[config.mk]
export PLATFORM = sky130hd
export DESIGN_NAME = pixel_format_to_argb_converter_core
export DESIGN_NICKNAME = d
export VERILOG_FILES = /design/src/rtl/core/pfac_pkg.sv /design/src/rtl/core/pfac_convert.sv /design/src/rtl/core/pixel_format_to_argb_converter_core.sv
export SDC_FILE = /design/constraint.sdc
export NUM_CORES = 1
export LEC_CHECK = 0
export BUFFER_PORTS_ARGS = -buffer_cell sky130_fd_sc_hd__buf_2
export CAP_MARGIN = 20
export CORE_MARGIN = 3
export CORE_UTILIZATION = 40
export CTS_BUF_LIST = sky130_fd_sc_hd__clkbuf_2
export CTS_CLUSTER_SIZE = 28
export DETAILED_ROUTE_END_ITERATION = 12
export GPL_TIMING_DRIVEN = 1
export SYNTH_ARGS = -nofsm -noshare
export SYNTH_HDL_FRONTEND = slang
export SYNTH_SLANG_ARGS = --single-unit
[constraint.sdc]
create_clock -name clk -period 18 [get_ports clk]
set_input_delay 1.8 -clock clk [delete_from_list [all_inputs] [get_ports clk]]
set_output_delay 1.8 -clock clk [all_outputs]
set_load 0.02 [all_outputs]
[src/rtl/core/pfac_pkg.sv]
// ============================================================================
// pfac_pkg
// Shared types, format codes and channel arithmetic for the ARGB converter.
// ============================================================================
package pfac_pkg;

    typedef logic [2:0]  fmt_t;
    typedef logic [31:0] pixel_t;

    // Source format codes
    localparam fmt_t FMT_ARGB8888   = 3'd0;
    localparam fmt_t FMT_A8         = 3'd1;
    localparam fmt_t FMT_RGB888     = 3'd2;
    localparam fmt_t FMT_BGR888     = 3'd3;
    localparam fmt_t FMT_CMYK       = 3'd4;
    localparam fmt_t FMT_CMYK_ADOBE = 3'd5;

    localparam logic [7:0] OPAQUE_ALPHA = 8'hff;

    // One request held in a pipeline stage
    typedef struct packed {
        pixel_t pixel;
        logic   span_end;
    } pixel_req_t;

    // Scale a channel by a 9-bit factor and keep the top byte of the product
    function automatic logic [7:0] scale_chan(input logic [7:0] c, input logic [8:0] a);
        logic [16:0] prod;
        begin
            prod = {9'd0, c} * {8'd0, a};
            scale_chan = prod[15:8];
        end
    endfunction

    // Approximate x*k/255 with rounding up: (x*k + 255) >> 8
    function automatic logic [7:0] mul_div255(input logic [7:0] x, input logic [7:0] k);
        logic [16:0] prod;
        begin
            prod = {9'd0, x} * {9'd0, k} + 17'd255;
            mul_div255 = prod[15:8];
        end
    endfunction

endpackage

[src/rtl/core/pfac_convert.sv]
// ============================================================================
// pfac_convert
// Combinational conversion of one source pixel to premultiplied ARGB8888.
// ============================================================================
module pfac_convert (
    input  pfac_pkg::pixel_t pixel_word,
    input  pfac_pkg::fmt_t   source_format,
    output pfac_pkg::pixel_t argb_pixel
);
    import pfac_pkg::*;

    logic [7:0] b0, b1, b2, b3;
    logic [8:0] alpha_inc;
    pixel_t     premul;
    logic [7:0] cm_c, cm_m, cm_y;
    logic [7:0] ad_c, ad_m, ad_y;

    assign b0 = pixel_word[7:0];
    assign b1 = pixel_word[15:8];
    assign b2 = pixel_word[23:16];
    assign b3 = pixel_word[31:24];

    assign alpha_inc = {1'b0, b3} + 9'd1;

    // Opaque pixels pass through untouched
    always_comb
    begin
        if (b3 == OPAQUE_ALPHA)
        begin
            premul = pixel_word;
        end
        else
        begin
            premul = {b3, scale_chan(b2, alpha_inc), scale_chan(b1, alpha_inc),
                      scale_chan(b0, alpha_inc)};
        end
    end

    assign cm_c = mul_div255(~b0, ~b3);
    assign cm_m = mul_div255(~b1, ~b3);
    assign cm_y = mul_div255(~b2, ~b3);
    assign ad_c = mul_div255(b0, b3);
    assign ad_m = mul_div255(b1, b3);
    assign ad_y = mul_div255(b2, b3);

    always_comb
    begin
        case (source_format)
            FMT_ARGB8888:   argb_pixel = premul;
            FMT_A8:         argb_pixel = {b0, 24'd0};
            FMT_RGB888:     argb_pixel = {OPAQUE_ALPHA, b0, b1, b2};
            FMT_BGR888:     argb_pixel = {OPAQUE_ALPHA, b2, b1, b0};
            FMT_CMYK:       argb_pixel = {OPAQUE_ALPHA, cm_c, cm_m, cm_y};
            FMT_CMYK_ADOBE: argb_pixel = {OPAQUE_ALPHA, ad_c, ad_m, ad_y};
            default:        argb_pixel = '0;
        endcase
    end

endmodule

[src/rtl/core/pixel_format_to_argb_converter_core.sv]
// ============================================================================
// pixel_format_to_argb_converter_core
// Streams source pixels in and premultiplied ARGB8888 words out.
// ============================================================================
// Usage:
//   s_axis carries one source pixel per request; s_axis_tlast marks the last
//   pixel of a span. m_axis carries the converted ARGB8888 word with the span
//   marker copied to m_axis_tlast.
//   cfg_wr_en/cfg_wr_data load the source format register (reset: argb8888).
//   Write it only while no request is in flight.
//   An accepted request is held in the input register, then the conversion
//   logic feeds the output register, which drives m_axis_tvalid; a stall at
//   the output can keep the request waiting in the input register.
//   Throughput: one pixel per clock while the receiver does not stall, with a
//   single-pass conversion (three 8x9 and six 8x8 multiplies) between the two registers.
//   When the receiver stalls the output register holds its word, the input
//   register fills behind it, and then s_axis_tready drops; both registers
//   advance again in the cycle m_axis_tready returns.
//   Reset clears both stage valid flags and the format register; data
//   registers are not reset.
// ============================================================================
module pixel_format_to_argb_converter_core (
    input  logic        clk,
    input  logic        rst_n,
    // Configuration: source_format
    input  logic        cfg_wr_en,
    input  logic [2:0]  cfg_wr_data,
    // Input stream
    input  logic        s_axis_tvalid,
    output logic        s_axis_tready,
    input  logic [31:0] s_axis_tdata,   // [31:0] pixel_word
    input  logic        s_axis_tlast,   // span_end
    // Output stream
    output logic        m_axis_tvalid,
    input  logic        m_axis_tready,
    output logic [31:0] m_axis_tdata,   // [31:0] argb_pixel
    output logic        m_axis_tlast    // span_end_out
);
    import pfac_pkg::*;

    fmt_t       source_format_reg;
    logic       s1_valid_reg, s1_valid_next;
    pixel_req_t s1_data_reg;
    logic       s2_valid_reg, s2_valid_next;
    pixel_req_t s2_data_reg;
    logic       s2_ready;
    logic       s1_load;
    logic       s2_load;
    pixel_t     conv_pixel;

    // Format register: written directly by the config strobe
    always_ff @(posedge clk or negedge rst_n)
    begin
        if (!rst_n)
        begin
            source_format_reg <= FMT_ARGB8888;
        end
        else if (cfg_wr_en)
        begin
            source_format_reg <= cfg_wr_data;
        end
    end

    // Output register is free when empty or being drained this cycle
    assign s2_ready      = !s2_valid_reg || m_axis_tready;
    // Input register is free when empty or advancing into the output register
    assign s_axis_tready = !s1_valid_reg || s2_ready;

    assign s1_load = s_axis_tvalid && s_axis_tready;
    assign s2_load = s1_valid_reg && s2_ready;

    always_comb
    begin
        s1_valid_next = s1_valid_reg;
        if (s_axis_tready)
        begin
            s1_valid_next = s_axis_tvalid;
        end
        s2_valid_next = s2_valid_reg;
        if (s2_ready)
        begin
            s2_valid_next = s1_valid_reg;
        end
    end

    always_ff @(posedge clk or negedge rst_n)
    begin
        if (!rst_n)
        begin
            s1_valid_reg <= 1'b0;
            s2_valid_reg <= 1'b0;
        end
        else
        begin
            s1_valid_reg <= s1_valid_next;
            s2_valid_reg <= s2_valid_next;
        end
    end

    // Payload registers: load on advance, hold otherwise
    always_ff @(posedge clk)
    begin
        if (s1_load)
        begin
            s1_data_reg.pixel    <= s_axis_tdata;
            s1_data_reg.span_end <= s_axis_tlast;
        end
        if (s2_load)
        begin
            s2_data_reg.pixel    <= conv_pixel;
            s2_data_reg.span_end <= s1_data_reg.span_end;
        end
    end

    pfac_convert u_convert (
        .pixel_word    (s1_data_reg.pixel),
        .source_format (source_format_reg),
        .argb_pixel    (conv_pixel)
    );

    assign m_axis_tvalid = s2_valid_reg;
    assign m_axis_tdata  = s2_data_reg.pixel;
    assign m_axis_tlast  = s2_data_reg.span_end;

    // A request in the input register that may advance shows up at the output
    a_advance: assert property (@(posedge clk) disable iff (!rst_n)
        (s1_valid_reg && s2_ready) |=> m_axis_tvalid)
        else $error("input stage request lost on advance");

    // A drained output with nothing behind it leaves the output empty
    a_drain: assert property (@(posedge clk) disable iff (!rst_n)
        (m_axis_tvalid && m_axis_tready && !s1_valid_reg) |=> !m_axis_tvalid)
        else $error("output request repeated after drain");

    // A blocked input stage holds its request
    a_s1_hold: assert property (@(posedge clk) disable iff (!rst_n)
        (s1_valid_reg && !s2_ready) |=> (s1_valid_reg && $stable(s1_data_reg)))
        else $error("input stage changed while blocked");

    // Span marker follows its pixel into the output register
    a_last_copy: assert property (@(posedge clk) disable iff (!rst_n)
        s2_load |=> (m_axis_tlast == $past(s1_data_reg.span_end)))
        else $error("span marker not carried with pixel");

    // A8 conversion leaves the color bytes at zero
    a_a8_color: assert property (@(posedge clk) disable iff (!rst_n)
        (s2_load && source_format_reg == FMT_A8) |=> (m_axis_tdata[23:0] == 24'd0))
        else $error("a8 conversion produced color");

endmodule

Word level (Yosys, flattened, before mapping)
Index checks and enable logic that the tools add are counted.
{"block": "word_totals", "ff_bits": 71, "inputBits": 41, "out_inout_bits": 35}
{"block": "op_classes", "add_sub_neg": 7, "mul": 9, "eq_ne": 6, "n_mux": 2, "bitwise_logic": 4, "n_reduce_logical": 7}
{"op": "32-bit one-hot mux with 6 select lines", "n": 1}
{"op": "16-bit by 8-bit adder with 16-bit output (second input constant)", "n": 6}
{"op": "8-bit by 8-bit multiplier with 16-bit output", "n": 6}
{"op": "8-bit by 9-bit multiplier with 16-bit output", "n": 3}
{"op": "8-bit inverter", "n": 4}
{"op": "24-bit 2-to-1 mux", "n": 1}
{"op": "8-bit by 1-bit adder with 9-bit output (second input constant)", "n": 1}
{"op": "8-bit == test (second input constant)", "n": 1}
{"op": "3-bit by 2-bit == test with 1-bit output (second input constant)", "n": 2}
{"op": "3-bit == test (second input constant)", "n": 2}
{"op": "3-bit by 1-bit == test with 1-bit output (second input constant)", "n": 1}
{"op": "3-bit zero test", "n": 1}
{"op": "1-bit logical AND", "n": 2}
{"op": "1-bit zero test", "n": 2}
{"op": "1-bit logical OR", "n": 2}

Depth between registers and ports, before layout
{"block": "depth", "ltp_word": 4, "depth_mapped": 22}

By module
A second synthesis with hierarchy kept.
{"block": "hier_totals", "cells_unflattened": 2519, "area_unflattened_um2": 22067.4}
{"module": "pfac_convert", "n_inst": 1, "cells_each": 2439, "area_per_inst_um2": 19875.3, "seq_area_each_um2": 0.0}
{"module": "pixel_format_to_argb_converter_core", "n_inst": 1, "cells_each": 80, "area_per_inst_um2": 2192.1, "seq_area_each_um2": 2107.0}

Worst setup path after synthesis
OpenSTA, ideal clock, no wires.
{"block": "synth_timing", "path_kind": "register to register", "startpoint": "register s1_data_reg[25] in the netlist's numbering", "endpoint": "register s2_data_reg (netlist bit m_axis_tdata[5]) (data pin)", "setup_time_ns": 0.261, "t_arrival_ns": 5.460, "path_slack_ns": 12.279, "path_stages_with_launch": 22, "period_less_slack_ns": 5.721, "path_cell_list": "edfxtp_1 > clkbuf_1 > nand2_1 > nor2_1 > xor2_1 > clkbuf_1 > nand2_1 > fa_1 > fa_1 > inv_1 > fa_1 > inv_1 > fa_1 > inv_1 > ha_1 > a21oi_1 > nor2b_1 > a211o_1 > a31o_1 > a21o_1 > a211o_1 > a311o_1"}
{"block": "synth_via", "elab_chain_cells": 4, "elab_cells_between_ends": 10, "classes_between": "3 x add/sub; 3 x mul; 1 x eq/ne; 2 x mux; 1 x bitwise"}
{"element": "start: declaration", "line": "pixel_format_to_argb_converter_core.sv:43", "text": "pixel_req_t s1_data_reg;"}
{"element": "8-bit inverter or 8-bit by 1-bit adder with 9-bit output (tied branches)", "line": "pfac_convert.sv:41, pfac_convert.sv:23"}
{"element": "8-bit by 8-bit multiplier with 16-bit output or 8-bit by 9-bit multiplier with 16-bit output (tied branches)", "line": "pfac_pkg.sv:39, pfac_pkg.sv:30"}
{"element": "16-bit by 8-bit adder with 16-bit output or 24-bit 2-to-1 mux (tied branches)", "line": "pfac_pkg.sv:39, pfac_convert.sv:28"}
{"element": "32-bit one-hot mux with 6 select lines (*)", "line": "pfac_convert.sv:48", "text": "case (source_format)"}
{"element": "via conv_pixel[5]", "line": "pixel_format_to_argb_converter_core.sv:49", "text": "pixel_t conv_pixel;"}
{"element": "end: declaration", "line": "pixel_format_to_argb_converter_core.sv:45", "text": "pixel_req_t s2_data_reg;"}
The timed path passes the listed nets; every way through them passes the cells marked *.
A chain may end at the register's enable or synchronous reset.

Worst setup path after layout
{"block": "layout_timing", "startpoint": "register s1_data_reg[26] in the netlist's numbering", "endpoint": "register s2_data_reg (netlist bit m_axis_tdata[5]) (data pin)"}
Same word-level chain as after synthesis.

==> flow_summary.json <==
{
  "grt_max_degree": 58,
  "synth.distinct_cells": 65,
  "cts_setup_buffers": 0,
  "antenna_left": 0,
  "grt_pass1_wl_um": 93700,
  "ys_warn_count": 0,
  "drt_iter0_markers": 1036,
  "report.final.slew_viol_count": 0,
  "synthCells": 2523,
  "met3_usage": 0.0328,
  "syn_area_per_cell_um2": 8.74,
  "powerDensity_nw_per_um2": 104,
  "ys_seq_area_frac": 0.0956,
  "synth_edf_count": 66,
  "final_cells": 3217,
  "cts_buffers": 9,
  "core_area_um2": 54100,
  "slew-limit-headroom": 0.267,
  "largest_reg_flops": 33,
  "wl_um": 56500,
  "synth-async-reset-ratio": 0.0704,
  "use_met1": 0.293,
  "cp_cell_sequence": "buf_4 -> ha_1 -> xor2_1 -> buf_4 -> nand2_1 -> fa_1 -> fa_1 -> inv_1 -> fa_1 -> inv_1 -> fa_1 -> inv_1 -> ha_1 -> a21oi_1 -> nor2b_1 -> a211o_1 -> a31o_1 -> a21o_1 -> a211o_1 -> a311o_1",
  "setup_viol_count_final": 0,
  "cts.clk_slew.worst_paths_ps": 260,
  "clock_skew_ps": 49.7,
  "num_vias": 16600,
  "grt_overflow": 0,
  "use_met2": 0.323,
  "end_kind": "flip-flop",
  "worst_path_most_repeated_cell": "fa_1",
  "grt_pass1_vias": 17500,
  "period_share": 0.381,
  "clk-insertion-delay-late_ps": 670,
  "fmax_ghz": 0.146,
  "cp_max_fo": 52,
  "slowest_delay_ps": 810,
  "rsz0062_at_grt": "no",
  "syn-num-nets": 3219,
  "port_buffers": 75,
  "cts_tree": "yes",
  "wl_per_cell_um": 17.6,
  "finalSetupTns_ps": 0,
  "cp_slowest_cell": "xor2_1",
  "leakagePower_nw": 12.2,
  "drive_above_1_share": 0.102,
  "status": "finished clean",
  "critPathKind": "reg -> reg",
  "first_pass_iters": 6,
  "syn_area_um2": 22000,
  "cts_root_buffer": "clkbuf_2",
  "grt.total_usage": 0.206,
  "die_w_um": 241,
  "clock_path_buffers": 2,
  "area_growth_pct": 5.59,
  "gp_congestion": 0.832,
  "htreeDepth": 3,
  "drc_errors": 0,
  "layout_common_cells": "inv_1, fa_1, ha_1, and2_1, nand2_1",
  "clock-sinks": 71,
  "fp-row-count": 85,
  "final_hold_viol_count": 0,
  "cp.required_ps": 18430,
  "dieHeight_um": 241,
  "die_area_um2": 58000,
  "synth_top_flop_cell": "edfxtp_1",
  "antenna_found_initial": 3,
  "ctsHoldBuffers": 0,
  "final_common_cell": "inv_1",
  "ir_worst_vdd_uv": 62.0,
  "initial_core_util": 0.407,
  "placedCellCount": 3198,
  "vias_per_cell": 5.15,
  "start_kind": "flip-flop",
  "finalPower_mw": 2.43,
  "min_period_ps": 6860,
  "arrival_ps": 7280,
  "yosys_register_bits": 71,
  "cts_resized": 0,
  "worst_slew_pin_slew_ps": 1100,
  "ios": 76,
  "nets": 3210,
  "post-dp-hpwl_um": 40400,
  "hold_class": "reg -> reg",
  "max_cap_viol_count": 0,
  "busiest_layer": "met2"
}
==> logic make-up after synthesis <==
family,synth area share
DFF,0.0956
xor gates and xnor gates,0.0286
AOI/OAI and AO/OA,0.0625
buffers and inverters,0.123
adders and majority gates,0.496
muxes,0.00704
and+or+nand+nor,0.187
==> through the flow <==
| step | util | area, µm² | setup slack [ps] | hold WS (ps) |
|---|---|---|---|---|
| 2_1_floorplan | - | 22000 | 12280 | 400 |
| 3_3_place_gp | 0.427 | 23100 | 11430 | 438 |
| 3_5_place_dp | 0.427 | 23100 | 11190 | 429 |
| 4_1_cts | 0.429 | 23200 | 11150 | 478 |
| 5_1_grt | 0.430 | 23300 | 10820 | 491 |
| 6_report | 0.430 | 23300 | 11150 | 464 |
==> metal layers <==
metal | vias up | part of all wire
met5 | - | 0
met4 | 0 | 0.030
met3 | 80 | 0.066
met2 | 499 | 0.44
met1 | 8306 | 0.46
li1 | 7679 | -
==> where the power goes <==
| part | internal [mW] | switching, mW |
|---|---|---|
| sequential | 0.221 | 0.0223 |
| combinational | 0.859 | 1.20 |
| clock | 0.0474 | 0.0746 |
==> worst max-delay path, delay by kind of cell, from the launching register on <==
kind | cells | cell delay (ps)
and+or+nand+nor | 2 | 160
buffers and inverters | 5 | 980
adders and majority gates | 6 | 2600
xor gates and xnor gates | 1 | 810
AOI/OAI and AO/OA | 6 | 1690
DFF | 1 | 390
==> cell type report <==
| type | count | area [µm²] |
|---|---|---|
| Multi-Input combinational cell | 1730 | 17200 |
| Clock buffer | 10 | 50.0 |
| Timing Repair Buffer | 117 | 711 |
| Sequential cell | 71 | 2110 |
| Antenna cell | 2 | 5.00 |
| Fill cell | 5283 | 30900 |
| Tap cell | 696 | 871 |
| Clock inverter | 6 | 92.6 |
| Inverter | 585 | 2200 |
==> final timing paths <==
kind	from	endpoint	slack, ps	depth (start not counted)
worst min register to register	s1_data_reg[0]	m_axis_tlast	460	0
max in group asynchronous	rst_n	source_format_reg[1]	16960	1
worst min-delay path	s1_data_reg[0]	m_axis_tlast	460	0
min in group asynchronous	rst_n	source_format_reg[2]	910	1
worst max-delay path	s1_data_reg[26]	m_axis_tdata[5]	11150	20
worst max register to register	s1_data_reg[26]	m_axis_tdata[5]	11150	20
==> cells in the mapped netlist, types with 23 or more instances <==
master,number,area share
edfxtp_1,66,0.090
a21oi_1,64,0.015
or2_2,113,0.032
inv_1,585,0.10
fa_1,366,0.33
and2_1,228,0.065
nand2_1,190,0.032
ha_1,289,0.16
xor2_1,31,0.012
nor2b_1,30,0.0085
nand3_1,23,0.0052
clkbuf_1,134,0.023
nor2_1,117,0.020
xnor2_1,41,0.016
(Power assumes the default switching activity.)
